### src/hw/rtl/skv_pkg.sv
`timescale 1ns / 1ps
`default_nettype none

package skv_pkg;

    // Field widths
    localparam int BYTE_W    = 8;
    localparam int VERDICT_W = 2;
    localparam int MAXLEN_W  = 20;
    // byte position / stored lengths never pass the largest allowed packet
    localparam int POS_W     = MAXLEN_W;
    localparam int CNT_W     = 4;
    localparam int WORD_W    = 32;
    // wide sum of running total and one list length
    localparam int SUM_W     = 34;
    localparam int PKT_W     = WORD_W + 1;

    // Message codes
    localparam logic [BYTE_W-1:0] CODE_KEXINIT = 8'd20;
    localparam logic [BYTE_W-1:0] CODE_IGNORE  = 8'd2;

    // Packet layout
    localparam logic [POS_W-1:0] LEN_BYTES    = 20'd4;
    localparam logic [POS_W-1:0] IGNORE_START = 20'd6;
    localparam logic [POS_W-1:0] COOKIE_BYTES = 20'd16;
    localparam logic [POS_W-1:0] TAIL_BYTES   = 20'd5;
    localparam logic [CNT_W-1:0] NAME_LISTS   = 4'd10;

    localparam logic [MAXLEN_W-1:0] MAX_PKT_RESET = 20'd35000;

    typedef enum logic [VERDICT_W-1:0] {
        V_BUSY = 2'd0,
        V_GOOD = 2'd1,
        V_BAD  = 2'd2
    } t_verdict;

    typedef enum logic [8:0] {
        PH_HDR_LEN     = 9'b000000001,
        PH_PAD_LEN     = 9'b000000010,
        PH_CODE        = 9'b000000100,
        PH_SKIP_IGNORE = 9'b000001000,
        PH_PADDING     = 9'b000010000,
        PH_COOKIE      = 9'b000100000,
        PH_LIST_LEN    = 9'b001000000,
        PH_LIST_DATA   = 9'b010000000,
        PH_TAIL        = 9'b100000000
    } t_phase;

endpackage

`default_nettype wire

### src/hw/rtl/skv_ifs.sv
`timescale 1ns / 1ps
`default_nettype none

// Client byte channel
interface skv_byte_if import skv_pkg::*; ();
    logic              valid;
    logic              ready;
    logic [BYTE_W-1:0] data_byte;
    logic              flow_start;
    logic              segment_last;

    modport source (output valid, output data_byte, output flow_start,
                    output segment_last, input ready);
    modport sink   (input valid, input data_byte, input flow_start,
                    input segment_last, output ready);
endinterface

// Verdict channel
interface skv_verdict_if import skv_pkg::*; ();
    logic                 valid;
    logic                 ready;
    logic [VERDICT_W-1:0] verdict;

    modport source (output valid, output verdict, input ready);
    modport sink   (input valid, input verdict, output ready);
endinterface

// Register write channel
interface skv_cfg_if import skv_pkg::*; ();
    logic                valid;
    logic                ready;
    logic [MAXLEN_W-1:0] max_packet_len;

    modport source (output valid, output max_packet_len, input ready);
    modport sink   (input valid, input max_packet_len, output ready);
endinterface

`default_nettype wire

### src/hw/rtl/ssh2_kexinit_validator.sv
`timescale 1ns / 1ps
`default_nettype none

// SSH-2 key-exchange-init checker for the client byte stream after the banner.
// i_in carries one client byte per word with flow_start (clears the parser
// before the byte) and segment_last (ignored). o_out returns one verdict word
// per input word: 0 in progress, 1 valid key exchange seen, 2 invalid. A
// verdict other than in progress holds until the next flow_start.
// i_cfg writes max_packet_len (always ready); write it only while idle.
// Path: an accepted word passes through the input register and then the
// verdict register. Throughput: one byte per cycle while the receiver does not
// stall, set by the parser state update in the second stage.
// Reset (synchronous, active low) clears the parser to the header phase and
// loads max_packet_len with 35000.
// If the receiver stalls, the verdict register holds and the input register
// still takes one more word; after that i_in.ready drops until the verdict
// is taken.
module ssh2_kexinit_validator import skv_pkg::*; (
    input  wire logic     i_clk,
    input  wire logic     i_rst_n,
    skv_byte_if.sink      i_in,
    skv_cfg_if.sink       i_cfg,
    skv_verdict_if.source o_out
);

    // Input stage
    logic              r_s1_valid;
    logic [BYTE_W-1:0] r_s1_byte;
    logic              r_s1_flow_start;

    // Output stage
    logic     r_out_valid;
    t_verdict r_out_verdict;

    // Parser state
    logic [MAXLEN_W-1:0] r_max;
    t_phase              r_phase;
    logic [POS_W-1:0]    r_pos;
    logic [POS_W-1:0]    r_packet_len;
    logic [BYTE_W-1:0]   r_pad_len;
    logic [WORD_W-1:0]   r_shift;
    logic [POS_W-1:0]    r_list_len;
    logic [POS_W-1:0]    r_consumed;
    logic [CNT_W-1:0]    r_list_count;
    t_verdict            r_held;

    // State after an optional flow_start clear
    t_phase            c_phase;
    logic [POS_W-1:0]  c_pos;
    logic [POS_W-1:0]  c_packet_len;
    logic [BYTE_W-1:0] c_pad_len;
    logic [WORD_W-1:0] c_shift;
    logic [POS_W-1:0]  c_list_len;
    logic [POS_W-1:0]  c_consumed;
    logic [CNT_W-1:0]  c_list_count;
    t_verdict          c_held;

    t_phase            n_phase;
    logic [POS_W-1:0]  n_pos;
    logic [POS_W-1:0]  n_packet_len;
    logic [BYTE_W-1:0] n_pad_len;
    logic [WORD_W-1:0] n_shift;
    logic [POS_W-1:0]  n_list_len;
    logic [POS_W-1:0]  n_consumed;
    logic [CNT_W-1:0]  n_list_count;
    t_verdict          n_held;

    logic [WORD_W-1:0] shift_in;
    logic [POS_W-1:0]  pos_inc;
    logic [PKT_W-1:0]  pkt_wide;
    logic [SUM_W-1:0]  sum_wide;
    logic [CNT_W-1:0]  count_inc;

    logic s1_adv;
    logic s2_fire;

    // Handshakes
    assign s1_adv      = !r_out_valid || o_out.ready;
    assign s2_fire     = r_s1_valid && s1_adv;
    assign i_in.ready  = !r_s1_valid || s1_adv;
    assign i_cfg.ready = 1'b1;
    assign o_out.valid   = r_out_valid;
    assign o_out.verdict = r_out_verdict;

    // Clear on flow_start, then derived values
    always_comb begin
        c_phase      = r_phase;
        c_pos        = r_pos;
        c_packet_len = r_packet_len;
        c_pad_len    = r_pad_len;
        c_shift      = r_shift;
        c_list_len   = r_list_len;
        c_consumed   = r_consumed;
        c_list_count = r_list_count;
        c_held       = r_held;
        if (r_s1_flow_start) begin
            c_phase      = PH_HDR_LEN;
            c_pos        = '0;
            c_packet_len = '0;
            c_pad_len    = '0;
            c_shift      = '0;
            c_list_len   = '0;
            c_consumed   = '0;
            c_list_count = '0;
            c_held       = V_BUSY;
        end
    end

    assign shift_in  = {c_shift[WORD_W-BYTE_W-1:0], r_s1_byte};
    assign pos_inc   = c_pos + POS_W'(1);
    assign pkt_wide  = {1'b0, c_shift} + PKT_W'(LEN_BYTES);
    assign sum_wide  = SUM_W'(c_consumed) + SUM_W'(shift_in) + SUM_W'(LEN_BYTES);
    assign count_inc = c_list_count + CNT_W'(1);

    // Parser step for one byte
    always_comb begin
        n_phase      = c_phase;
        n_pos        = c_pos;
        n_packet_len = c_packet_len;
        n_pad_len    = c_pad_len;
        n_shift      = c_shift;
        n_list_len   = c_list_len;
        n_consumed   = c_consumed;
        n_list_count = c_list_count;
        n_held       = c_held;
        if (c_held == V_BUSY) begin
            unique case (c_phase)
                PH_HDR_LEN: begin
                    n_shift = shift_in;
                    n_pos   = pos_inc;
                    if (pos_inc >= LEN_BYTES) begin
                        n_phase = PH_PAD_LEN;
                    end
                end
                PH_PAD_LEN: begin
                    n_pad_len = r_s1_byte;
                    n_pos     = pos_inc;
                    n_phase   = PH_CODE;
                end
                PH_CODE: begin
                    if (r_s1_byte == CODE_KEXINIT || r_s1_byte == CODE_IGNORE) begin
                        if (r_s1_byte == CODE_KEXINIT) begin
                            n_pos      = '0;
                            n_phase    = PH_COOKIE;
                            n_consumed = POS_W'(c_pad_len) + COOKIE_BYTES + LEN_BYTES;
                        end else begin
                            n_pos   = IGNORE_START;
                            n_phase = PH_SKIP_IGNORE;
                        end
                        // only the low bits matter once the size check passes
                        n_packet_len = pkt_wide[POS_W-1:0];
                        if (pkt_wide > PKT_W'(r_max)) begin
                            n_held = V_BAD;
                        end
                    end else begin
                        n_held = V_BAD;
                    end
                end
                PH_SKIP_IGNORE: begin
                    n_pos = pos_inc;
                    if (pos_inc >= c_packet_len) begin
                        n_phase = PH_HDR_LEN;
                        n_pos   = '0;
                    end
                end
                PH_COOKIE: begin
                    n_pos = pos_inc;
                    if (pos_inc >= COOKIE_BYTES) begin
                        n_phase = PH_LIST_LEN;
                        n_pos   = '0;
                    end
                end
                PH_LIST_LEN: begin
                    n_shift = shift_in;
                    n_pos   = pos_inc;
                    if (pos_inc >= LEN_BYTES) begin
                        n_pos = '0;
                        if (sum_wide > SUM_W'(c_packet_len)) begin
                            n_held = V_BAD;
                        end else begin
                            n_list_len = shift_in[POS_W-1:0];
                            n_consumed = sum_wide[POS_W-1:0];
                            if (shift_in != '0) begin
                                n_phase = PH_LIST_DATA;
                            end else begin
                                n_list_count = count_inc;
                                n_phase = (count_inc >= NAME_LISTS) ? PH_TAIL : PH_LIST_LEN;
                            end
                        end
                    end
                end
                PH_LIST_DATA: begin
                    n_pos = pos_inc;
                    if (pos_inc >= c_list_len) begin
                        n_list_count = count_inc;
                        n_phase = (count_inc >= NAME_LISTS) ? PH_TAIL : PH_LIST_LEN;
                        n_pos   = '0;
                    end
                end
                PH_TAIL: begin
                    // first byte is first-kex-follows, then the reserved word
                    if (c_pos != '0) begin
                        n_shift = shift_in;
                    end
                    n_pos = pos_inc;
                    if (pos_inc >= TAIL_BYTES) begin
                        if (n_shift != '0) begin
                            n_held = V_BAD;
                        end else begin
                            n_phase = PH_PADDING;
                            n_pos   = '0;
                        end
                    end
                end
                PH_PADDING: begin
                    n_pos = pos_inc;
                    if (pos_inc >= POS_W'(c_pad_len)) begin
                        n_held = V_GOOD;
                    end
                end
                default: begin
                    n_held = V_BAD;
                end
            endcase
        end
    end

    // Control and parser state
    always_ff @(posedge i_clk) begin
        if (!i_rst_n) begin
            r_s1_valid   <= 1'b0;
            r_out_valid  <= 1'b0;
            r_max        <= MAX_PKT_RESET;
            r_phase      <= PH_HDR_LEN;
            r_pos        <= '0;
            r_packet_len <= '0;
            r_pad_len    <= '0;
            r_shift      <= '0;
            r_list_len   <= '0;
            r_consumed   <= '0;
            r_list_count <= '0;
            r_held       <= V_BUSY;
        end else begin
            if (i_cfg.valid) begin
                r_max <= i_cfg.max_packet_len;
            end
            if (i_in.ready) begin
                r_s1_valid <= i_in.valid;
            end
            if (s2_fire) begin
                r_out_valid  <= 1'b1;
                r_phase      <= n_phase;
                r_pos        <= n_pos;
                r_packet_len <= n_packet_len;
                r_pad_len    <= n_pad_len;
                r_shift      <= n_shift;
                r_list_len   <= n_list_len;
                r_consumed   <= n_consumed;
                r_list_count <= n_list_count;
                r_held       <= n_held;
            end else if (o_out.ready) begin
                r_out_valid <= 1'b0;
            end
        end
    end

    // Payload registers
    always_ff @(posedge i_clk) begin
        if (i_in.ready && i_in.valid) begin
            r_s1_byte       <= i_in.data_byte;
            r_s1_flow_start <= i_in.flow_start;
        end
        if (s2_fire) begin
            r_out_verdict <= n_held;
        end
    end

    // A verdict word always reports the parser's held verdict
    a_out_matches_held: assert property (@(posedge i_clk) disable iff (!i_rst_n)
        s2_fire |=> r_out_verdict == r_held)
        else $error("verdict word differs from held verdict");

    // A final verdict sticks unless the byte clears the flow
    a_verdict_sticky: assert property (@(posedge i_clk) disable iff (!i_rst_n)
        s2_fire && !r_s1_flow_start && r_held != V_BUSY |-> n_held == r_held)
        else $error("final verdict changed without flow_start");

    // Inside a name list the position stays below its length
    a_list_pos: assert property (@(posedge i_clk) disable iff (!i_rst_n)
        r_phase == PH_LIST_DATA |-> r_pos < r_list_len)
        else $error("list data position past list length");

    // No more than NAME_LISTS name lists are walked
    a_list_count: assert property (@(posedge i_clk) disable iff (!i_rst_n)
        r_phase == PH_LIST_LEN || r_phase == PH_LIST_DATA |-> r_list_count < NAME_LISTS)
        else $error("name list count overrun");

endmodule

`default_nettype wire
### src/flat_wrapper.sv
// flat-port wrapper written by rule: the top's interface ports become plain ports
module ssh2_kexinit_validator_flat import skv_pkg::*;
  (i_clk, i_rst_n, i_in_valid, i_in_data_byte, i_in_flow_start, i_in_segment_last, i_in_ready, i_cfg_valid, i_cfg_max_packet_len, i_cfg_ready, o_out_valid, o_out_verdict, o_out_ready);
  skv_byte_if i_in_i ();
  skv_cfg_if i_cfg_i ();
  skv_verdict_if o_out_i ();
  input  wire logic i_clk;
  input  wire logic i_rst_n;
  input wire logic [$bits(i_in_i.valid)-1:0] i_in_valid;
  input wire logic [$bits(i_in_i.data_byte)-1:0] i_in_data_byte;
  input wire logic [$bits(i_in_i.flow_start)-1:0] i_in_flow_start;
  input wire logic [$bits(i_in_i.segment_last)-1:0] i_in_segment_last;
  output wire logic [$bits(i_in_i.ready)-1:0] i_in_ready;
  input wire logic [$bits(i_cfg_i.valid)-1:0] i_cfg_valid;
  input wire logic [$bits(i_cfg_i.max_packet_len)-1:0] i_cfg_max_packet_len;
  output wire logic [$bits(i_cfg_i.ready)-1:0] i_cfg_ready;
  output wire logic [$bits(o_out_i.valid)-1:0] o_out_valid;
  output wire logic [$bits(o_out_i.verdict)-1:0] o_out_verdict;
  input wire logic [$bits(o_out_i.ready)-1:0] o_out_ready;
  assign i_in_i.valid = i_in_valid;
  assign i_in_i.data_byte = i_in_data_byte;
  assign i_in_i.flow_start = i_in_flow_start;
  assign i_in_i.segment_last = i_in_segment_last;
  assign i_in_ready = i_in_i.ready;
  assign i_cfg_i.valid = i_cfg_valid;
  assign i_cfg_i.max_packet_len = i_cfg_max_packet_len;
  assign i_cfg_ready = i_cfg_i.ready;
  assign o_out_valid = o_out_i.valid;
  assign o_out_verdict = o_out_i.verdict;
  assign o_out_i.ready = o_out_ready;
  ssh2_kexinit_validator u_core (.i_clk(i_clk), .i_rst_n(i_rst_n), .i_in(i_in_i), .i_cfg(i_cfg_i), .o_out(o_out_i));
endmodule
### config.mk
export PLATFORM = sky130hd
export DESIGN_NAME = ssh2_kexinit_validator_flat
export DESIGN_NICKNAME = d
export VERILOG_FILES = /design/src/hw/rtl/skv_pkg.sv /design/src/hw/rtl/skv_ifs.sv /design/src/hw/rtl/ssh2_kexinit_validator.sv /design/src/flat_wrapper.sv
export SDC_FILE = /design/constraint.sdc
export NUM_CORES = 1
export LEC_CHECK = 0
export BUFFER_PORTS_ARGS = -buffer_cell sky130_fd_sc_hd__buf_2
export CAP_MARGIN = 25
export CORE_MARGIN = 2
export CORE_UTILIZATION = 39
export CTS_CLUSTER_SIZE = 25
export DETAILED_ROUTE_END_ITERATION = 8
export SYNTH_ARGS = -nofsm -noshare
export SYNTH_HDL_FRONTEND = slang
export SYNTH_SLANG_ARGS = --single-unit
### constraint.sdc
create_clock -name i_clk -period 23.3 [get_ports i_clk]
set_input_delay 4.66 -clock i_clk [delete_from_list [all_inputs] [get_ports i_clk]]
set_output_delay 4.66 -clock i_clk [all_outputs]
set_load 0.02 [all_outputs]
* Word level (Yosys, flattened, before mapping)
Cells that the tools add are included.
** Operators by class
- Multiplexer cells :: 70
- Reductions and logical operators :: 15
- Equality and inequality tests :: 11
- $add $sub $neg :: 7
- $lt $le $gt $ge :: 9
** Operator list (number)
- $mux 20 :: 24
- $mux 32 :: 5
- $pmux 20 s7 :: 1
- $mux 9 :: 13
- $pmux 9 s8 :: 1
- $pmux 32 s2 :: 1
- $reduce_bool 32->1 :: 2
- $ge 20x20->1 :: 2
- $ge 20x3->1 const B :: 2
- $pmux 20 s2 :: 1
- $add 34x3->34 const B :: 1
- $gt 34x20->1 :: 1
- $add 20x32->33 :: 1
- $add 32x3->33 const B :: 1
- $gt 33x20->1 :: 1
- $mux 4 :: 6
- $mux 8 :: 3
- $add 20x1->20 const B :: 1
- $add 20x3->20 const B :: 1
- $ge 20x5->1 const B :: 1
- $ge 20x8->1 :: 1
- $reduce_bool 20->1 :: 1
- $mux 2 :: 9
- $pmux 2 s5 :: 1
- other kinds (26) :: 31
** Storage, ports and cells
- Register bits :: 168
- Output and inout bits :: 5

* Logic depth before layout (Yosys ltp)
Gate-level depths: netlist (run 1).
- Word-level depth :: 10
- Mapped depth :: 40

* Worst setup path before layout (run 1)
Ideal clock, no wire load.
- Kind :: in2out
- Start :: input port o_out_ready
- End :: output port i_in_ready
- Required time :: 18640 ps
- Setup slack :: 13628 ps
- Cell stages on the path :: 2
- Path buffers :: 0
- Data arrival time :: 5012 ps
- Cell sequence :: nor2b_1 > nand2_1
** Between the ends
- Cells in the longest elaborated chain, start to end :: 2
** RTL lines
- from (decl) :: RTL line flat_wrapper.sv:19 : input wire logic [$bits(o_out_i.ready)-1:0] o_out_ready;
- $logic_or 1x1->1 :: RTL line ssh2_kexinit_validator.sv:78 : assign s1_adv = !r_out_valid || o_out.ready;
- $logic_or 1x1->1 :: RTL line ssh2_kexinit_validator.sv:80 : assign i_in.ready = !r_s1_valid || s1_adv;
- to (decl) :: RTL line flat_wrapper.sv:13 : output wire logic [$bits(i_in_i.ready)-1:0] i_in_ready;
Every way passes these cells.

* Worst setup path in the final report (run 1)
Same ends and word-level chain as after synthesis.

==> results by stage, run 1 <==
Run status:
- The flow ran to the end, and the final reports show no timing, DRC or antenna violations.

Floorplan:
- The initialized floorplan defines 68 standard-cell rows.
- The die is 190 um wide.
- The number of top-level pins is 40.
- The floorplan step defined a die boundary enclosing 36200 um^2.
- The effective utilization at floorplan is 39.3%.
- The core region is 34400 um^2.
- The die extent in y is 190 um.

Setup path:
- The nature of the critical path startpoint is an input pin.
- The maximum cell stage delay along the critical path is 0.20 ns.
- Walking the worst path, the cells encountered are buf_2 -> nor2b_1 -> nand2_1 -> buf_2.
- The worst endpoint data arrival time is 5.22 ns.
- The setup slack on the worst flop-to-flop path is 14.51 ns.
- In this run the critical register-to-register path is launched from u_core.r_s1_flow_start.
- The worst setup path is of the in -> out kind.
- The most critical setup path has its startpoint at o_out_ready.
- Counting both buffers and inverters, the worst setup path holds a total of 2.
- The worst setup path is captured at an output port.
- The worst path required time is 18.64 ns.
- Among the stages of the critical path, the cell type that occurs most often is sky130_fd_sc_hd__buf_2.
- On the critical path, the stage with the largest delay is an instance of sky130_fd_sc_hd__nor2b_1.
- The highest fanout seen on the critical path is 4.
- The largest delay contributor family on the critical path is simple AND/OR/NAND/NOR gates.

Timing:
- The aggregate negative setup slack is 0 ns.
- Setup repair after global routing left no endpoint under its margin.
- The worst hold slack across all endpoints is 0.476 ns.
- Derived from the worst setup path, the maximum achievable clock frequency is 101 MHz.
- For the pin with the worst max-slew slack, the measured transition is 1.03 ns.
- The worst pin sits at a relative slew slack of 29.4%.
- The worst path in the final design needs a cycle of 9.88 ns, including I/O delays and setup.
- The share of the clock period used by the worst path is 42.4%.
- The setup clock skew after layout is 0.0188 ns.
- The number of max-slew violations in the final report came to 0.
- Setup violations remaining at the end of the flow were counted as 0.
- In the post-route analysis, the smallest setup slack over all paths is 13.42 ns.
- The final hold violation count is 0.

Yosys:
- Synthesis produced 1725 cells.
- The most numerous cell in the Yosys netlist is sky130_fd_sc_hd__nor2_1.
- The fraction of registers with async set/reset is 0%.
- The fraction of post-synthesis cell area in the top cell type by area is 23.3%.
- The synthesized design contains 168 register bits.
- The area of the mapped netlist is 13500 um^2.
- Sorting the synthesized cells by how often they occur yields sky130_fd_sc_hd__nor2_1 (207), sky130_fd_sc_hd__dfxtp_1 (157), sky130_fd_sc_hd__nand2_1 (157).
- The post-synthesis average cell area is 7.83 um^2.
- The Yosys step of the flow raised 0 warnings.
- The count of flip-flops with a built-in enable after synthesis is 11.
- The sequential element share of the synthesized area is 25.7%.
- Yosys attributes the largest share of cell area to sky130_fd_sc_hd__dfxtp_1 (23%), sky130_fd_sc_hd__ha_1 (10%), sky130_fd_sc_hd__nor2_1 (5.8%).
- The count of distinct cell types in the synthesized netlist is 94.
- The dominant synthesized flop cell is sky130_fd_sc_hd__dfxtp_1.
- The synthesized netlist net count is 1871.
- The post-synthesis cell type with the largest combined area is sky130_fd_sc_hd__dfxtp_1.

CTS:
- CTS placed an instance of sky130_fd_sc_hd__clkbuf_16 at the clock tree root.
- The number of setup buffers added after CTS is 0.
- Buffers inserted during clock tree synthesis total 17.
- The TritonCTS clock tree is yes.
- CTS built an H-tree with a depth of 4.
- The cts-stage hold buffer count is 0.
- The clock passes through at most 2 buffers.
- The CTS sink count is 168.
- The clock latency at the later pin of the worst-skew pair is 0.47 ns.
- Clock-pin slew was measured on the worst setup and hold paths at 0.07 ns.
- The post-cts resize count is 0.

Place:
- The count of input and output buffers is 37.
- The congestion estimate from routability-driven global placement came to 0.908.
- The cell total after placement is 2138.
- The worst setup slack after placement is 13.44 ns.
- Summed over all nets, the half-perimeter wirelength after detailed placement is 33300 um.
- In this run the cell area measured after placement is 14000 um^2.

Cells and area:
- The area overhead of the layout relative to synthesis is 7.45%.
- The utilization after layout is 42.2%.
- The number of antenna repair diodes is 0.
- Summing all non-filler instances in the final layout gives an area of 14500 um^2.
- The net count of the finished layout is 1848.
- The count of cells in the finished layout, fillers not included, comes to 2169.
- The fraction of final layout cells sized beyond drive strength 1 is 7.64%.

Drt:
- After detailed routing, the total wire length is 44200 um.
- The count of nets left with antenna violations once routing finished came out at 0.
- For this run, the detailed router's first-pass iteration total came to 5.
- Using the TritonRoute via totals, the vias-per-cell ratio works out to 6.10.
- The final routed DRC violation total is 0.
- The total via count after detailed routing is 13200.
- The detailed router finished its first iteration with 1518 violations.
- In the final routed layout, each cell accounts on average for 20.4 um.

Global routing:
- The wire length of the first global-routing pass is 69400 um.
- The initial antenna violation count is 0.
- The total track usage is 24.5%.
- Entering global routing, the biggest net connects 79 pins.
- The number of global-route vias before repair is 12000.
- Global routing finished with a remaining overflow of 0.

Min path:
- In this run the most critical hold path is launched from u_core.r_list_len[4].
- In this run the worst hold path is classified as reg -> reg.

Job:
- The max-capacitance violation count is 0.

Power and ir drop:
- The overall power of the completed layout is 678 uW.
- The largest vdd supply drop is 0.0483 mV.
- The power density normalized to cell area is 46.7 nW/um^2.
- Summed over all cells, the static leakage comes to 5.71 nW.
==> power breakdown <==
group / internal [mW] / leakage, nW / switching [mW]
sequential: 0.297 / 1.38 / 0.00973
combinational: 0.0329 / 4.08 / 0.0645
clock: 0.140 / 0.254 / 0.134
==> path summary, 6_finish.rpt <==
path | endpoint | cells past startpoint
min | u_core.r_list_len[4] | 1
max | i_in_ready | 4
min reg2reg | u_core.r_list_len[4] | 1
max reg2reg | u_core.r_consumed[10] | 27
==> state kept, by name, summed over array words and instances (netlist names) <==
register and flops:
u_core.r_shift 32, u_core.r_consumed 20, u_core.r_list_len 20, u_core.r_max 20
u_core.r_packet_len 20, u_core.r_pos 20, u_core.r_phase 9, u_core.r_pad_len 8
u_core.r_s1_byte 8, u_core.r_list_count 4, u_core.o_out.verdict 2, u_core.r_held 2
u_core.o_out.valid 1, u_core.r_s1_flow_start 1, u_core.r_s1_valid 1
==> logic make-up after synthesis <==
kind of cell             Yosys count  synth area share, %
AND/OR/NAND/NOR                  710                 26.8
AO/OA/AOI/OAI                    449                 23.2
flip-flops                       168                 25.7
buffers and inverters            150                 4.70
adder cells (fa/ha/maj)          113                 10.4
XOR/XNOR                          97                 6.40
multiplexers                      37                 2.79
other                              1               0.0278
==> cell type report <==
cell class	instances	area [um^2]
Clock buffer	19	443
Clock inverter	12	95.1
Fill cell	3540	19900
Inverter	53	200
Multi-Input combinational cell	1407	9420
Sequential cell	168	3470
Tap cell	455	569
Timing Repair Buffer	55	324
==> worst reg2reg max path: cells and delay by family (launching register included) <==
| kind | cells | cell delay [ns] |
|---|---|---|
| buffers and inverters | 3 | 1.48 |
| DFF | 1 | 0.33 |
| and+or+nand+nor | 10 | 2.69 |
| adders and majority gates | 3 | 0.87 |
| xor gates and xnor gates | 1 | 0.36 |
| AOI/OAI and AO/OA | 10 | 2.97 |
==> cell usage in the layout (no fill, tap or decap), types with 11 or more instances in the layout <==
cell type                   count
sky130_fd_sc_hd__a21o_1        42
sky130_fd_sc_hd__a21oi_1       92
sky130_fd_sc_hd__a22o_1        31
sky130_fd_sc_hd__a22oi_1       60
sky130_fd_sc_hd__a31oi_1       24
sky130_fd_sc_hd__and3_1        17
sky130_fd_sc_hd__buf_2         37
sky130_fd_sc_hd__buf_4         17
sky130_fd_sc_hd__clkbuf_16     17
sky130_fd_sc_hd__dfxtp_1      157
sky130_fd_sc_hd__edfxtp_1      11
sky130_fd_sc_hd__ha_1         111
sky130_fd_sc_hd__inv_1         50
sky130_fd_sc_hd__mux2i_1       32
sky130_fd_sc_hd__nand2_1      157
sky130_fd_sc_hd__nand2b_1      17
sky130_fd_sc_hd__nand3_1       55
sky130_fd_sc_hd__nand4_1       32
sky130_fd_sc_hd__nor2_1       207
sky130_fd_sc_hd__nor2b_1       65
sky130_fd_sc_hd__nor3_1        33
sky130_fd_sc_hd__nor4_1        27
sky130_fd_sc_hd__o211ai_1      17
sky130_fd_sc_hd__o21ai_0       57
sky130_fd_sc_hd__or2_2         12
sky130_fd_sc_hd__or3_1         12
sky130_fd_sc_hd__or4_1         12
sky130_fd_sc_hd__xnor2_1       62
sky130_fd_sc_hd__xor2_1        33
==> metal layers <==
metal | track usage (%) | wire [um] | vias up
met5 | 0 | 0 | -
met3 | 3.01 | 2230 | 63
met2 | 39.7 | 20400 | 422
met1 | 34.0 | 20600 | 6450
met4 | 7.66 | 969 | 0
li1 | - | - | 6290
(Power assumes the default switching activity.)
==> run 2: changes to the inputs <==
clock period = 8.1 ns   (was 23.3 ns; I/O delays follow)
==> run 2 against run 1 <==
Cell count is 0.78% higher. Sequential share of layout area is 0.31 points lower. Worst hold slack worse by 0.00092 ns. Clock-buffer cell count is 2 higher. Critical endpoint is now u_core.r_list_len[15]. Highest routed layer unchanged.
==> results by stage, run 2 (same netlist as run 1, synthesis figures left out) <==
Job:
- The max-capacitance violation count came to 0 (unchanged).

Setup path:
- The maximum cell stage delay along the critical path is 0.62 ns (+0.42 ns).
- The highest fanout seen on the critical path is 12 (+8).
- The cell type of the slowest stage on the worst timing path is sky130_fd_sc_hd__edfxtp_1.
- The endpoint identified for the worst register-to-register timing path is u_core.r_list_len[15].
- The setup slack on the worst flop-to-flop path is 0.67 ns (-13.84 ns).
- The worst setup path is of the reg -> reg kind.
- STA classifies the critical path startpoint as a flop.
- The worst path required time is 8.50 ns (-10.14 ns).
- In this run the critical register-to-register path is launched from u_core.r_s1_flow_start.
- The depth of the worst register-to-register path is 26 (-3.7%).
- The worst endpoint data arrival time is 7.83 ns (+2.61 ns).
- The critical path ends at u_core.r_list_len[15].
- The startpoint of the most critical setup path is u_core.r_s1_flow_start.
- The critical path's most frequent cell is sky130_fd_sc_hd__buf_4.
- The kind of capture point of the worst setup path is a flop.

Cells and area:
- u_core.r_shift holds more flip-flops than any other register.
- The fraction of final layout cells sized beyond drive strength 1 is 8.61% (+0.96 points).
- The number of antenna repair diodes is 0 (unchanged).
- The utilization after layout is 42.8% (+0.55 points).
- In the layout the commonest cells are sky130_fd_sc_hd__nor2_1 (207), sky130_fd_sc_hd__nand2_1 (157), sky130_fd_sc_hd__dfxtp_1 (157).
- The final cell count without fillers is 2186 (+0.78%).
- The final net count came to 1865 (+0.92%).
- Compared with the post-synthesis result, the final layout area differs by 8.84%.
- The library cell used most frequently in the layout, excluding fill and tap cells, is sky130_fd_sc_hd__nor2_1.
- The flip-flop count of the largest register after layout came to 32 (unchanged).

CTS:
- The post-CTS setup repair buffer count is 0 (unchanged).
- TritonCTS built the clock tree.
- The clock latency at the later pin of the worst-skew pair is 0.46 ns (about the same).
- The TritonCTS buffer count came to 17 (unchanged).
- The clock tree root driver cell is sky130_fd_sc_hd__clkbuf_16.
- The worst-case clock buffer depth is 2 (unchanged).
- The clock transition at the registers of the reported paths is 0.07 ns (about the same).
- The CTS sink count came to 168 (unchanged).
- The cts-stage hold buffer count is 0 (unchanged).
- The number of levels in the clock H-tree is 4 (unchanged).
- The post-cts resize count came to 0 (unchanged).

Drt:
- The total via count after detailed routing came to 13400 (+0.98%).
- The count of TritonRoute iterations in the first routing pass was 6 (+1).
- The average via count per standard cell was 6.11 (+0.19%).
- The final routed DRC violation total is 0 (unchanged).
- The count of nets left with antenna violations after detail routing is 0 (unchanged).
- The first-iteration detailed-routing DRC count is 1501 (-1.1%).
- The total wire length came to 45300 um (+2.4%).
- The average routed wire per standard cell was 20.7 um (+1.6%).

Timing:
- The number of max-slew violations in the final report came to 0 (unchanged).
- In the finished design, the share of the clock period the worst path needs comes to 91.8%.
- The final hold violation count was 0 (unchanged).
- The setup slack of the critical path after layout was 0.665 ns (-12.76 ns).
- The number of setup violations in the final report was 0 (unchanged).
- The transition time at the pin with the least slew margin was 0.937 ns (-0.0958 ns).
- Setup repair after global routing left no endpoint under its margin.
- The worst hold slack across all endpoints is 0.476 ns (-0.000924 ns).
- The worst max-slew margin expressed relative to the limit is 37.1% (+7.7 points).
- The worst path in the final design needs a cycle of 7.43 ns, including I/O delays and setup.
- The maximum clock frequency is 135 MHz.
- The setup clock skew after layout is 0.0117 ns (-0.00713 ns).
- The aggregate negative setup slack is 0 ns (unchanged).

Global routing:
- The number of global-route vias before repair was 12400 (+3.0%).
- The wire length of the first global-routing pass is 70800 um (+2.0%).
- The initial antenna violation count came to 0 (unchanged).
- The total track usage was 25.1% (+0.52 points).
- The sum of overflow across all layers after global routing is 0 (unchanged).
- The maximum number of pins on one net before global-route repair is 78 (-1.3%).

Floorplan:
- The area of the die is 36200 um^2 (unchanged).
- The number of top-level pins is 40 (unchanged).
- The effective utilization at floorplan is 39.3% (unchanged).
- The die extent in y is 190 um (unchanged).
- The area of the core region was 34400 um^2 (unchanged).
- The die outline width is 190 um (unchanged).
- The floorplan row count came to 68 (unchanged).

Place:
- The estimated wirelength of the detail-placed design came to 33800 um (+1.5%).
- The worst setup slack after placement is 0.838 ns (-12.60 ns).
- The last weighted congestion value of the routability-driven placer is 0.912 (+0.42%).
- The count of input and output buffers came to 37 (unchanged).
- The cell total after placement is 2155 (+0.80%).

Power and ir drop:
- The largest vdd supply drop was 0.127 mV (+160%).
- The power density normalized to cell area was 139 nW/um^2 (+200%).
- The switching power as a share of total power is 29.4% (-1.3 points).
- The leakage power of the design was 5.84 nW (+2.2%).
- The fraction of power consumed by combinational cells was 14.0% (-0.4 points).
- The portion of total power attributed to sequential cells was 43.3% (-1.9 points).
- The power dissipated by switching net loads is 599 uW (+190%).
- The power share of the clock group is 42.7% (+2.3 points).
- The design internal power is 1.44 mW (+210%).

Run status:
- The flow ran to the end, and the final reports show no timing, DRC or antenna violations.

Min path:
- The worst hold path belongs to the class reg -> reg.
[run 2: cell count changes in the layout (fill, tap and decap cells not counted), sizes merged]
cell / delta
clkinvlp: -3
buf: +17
clkbuf: +2
inv: -1
bufinv: +2
[run 2: worst max-delay path: cells and delay by family (launching register included)]
kind	cells	cell delay, ns
simple gates	11	2.56
fa+ha+maj	2	0.59
xor+xnor	1	0.38
compound gates	8	2.23
flops	1	0.62
buf+inv	4	1.00
[run 2: cell type report]
class | count | area, um^2
Inverter | 53 | 200
Clock inverter | 10 | 115
Tap cell | 455 | 569
Timing Repair Buffer | 72 | 448
Clock buffer | 21 | 482
Multi-Input combinational cell | 1407 | 9420
Sequential cell | 168 | 3470
Fill cell | 3498 | 19700
[run 2: through the flow]
stage / total power [mW] / cell area [um^2]
after floorplan: 1.09 / 13500
after global placement: 1.18 / 14100
after detailed placement: 1.18 / 14100
after CTS: 2.04 / 14700
after global routing: 2.11 / 14700
final: 2.04 / 14700
[run 2: how the worst min path moves through the flow]
stage / cells past startpoint / endpoint / start
floorplan: 1 / u_core.r_list_len[0] / u_core.r_list_len[0]
global placement: 1 / u_core.r_consumed[14] / u_core.r_consumed[14]
detailed placement: 1 / u_core.r_consumed[16] / u_core.r_consumed[16]
CTS: 1 / u_core.r_list_len[0] / u_core.r_list_len[0]
global route: 1 / u_core.r_consumed[14] / u_core.r_consumed[14]
finish: 1 / u_core.r_list_len[0] / u_core.r_list_len[0]
[run 2: power by group through the flow]
stage | registers, mW | clock network, mW | logic (mW)
2_1_floorplan | 0.885 | 0 | 0.201
3_3_place_gp | 0.900 | 0 | 0.278
3_5_place_dp | 0.900 | 0 | 0.281
4_1_cts | 0.881 | 0.878 | 0.283
5_1_grt | 0.885 | 0.912 | 0.311
6_report | 0.882 | 0.871 | 0.286
[run 2: routing by layer]
layer / track usage [%] / up-vias / share of wire, %
met3: 3.43 / 100 / 5.9
li1: - / 6321 / -
met1: 34.6 / 6417 / 46
met2: 39.4 / 516 / 45
met4: 10.1 / 0 / 3.4
met5: 0 / - / 0
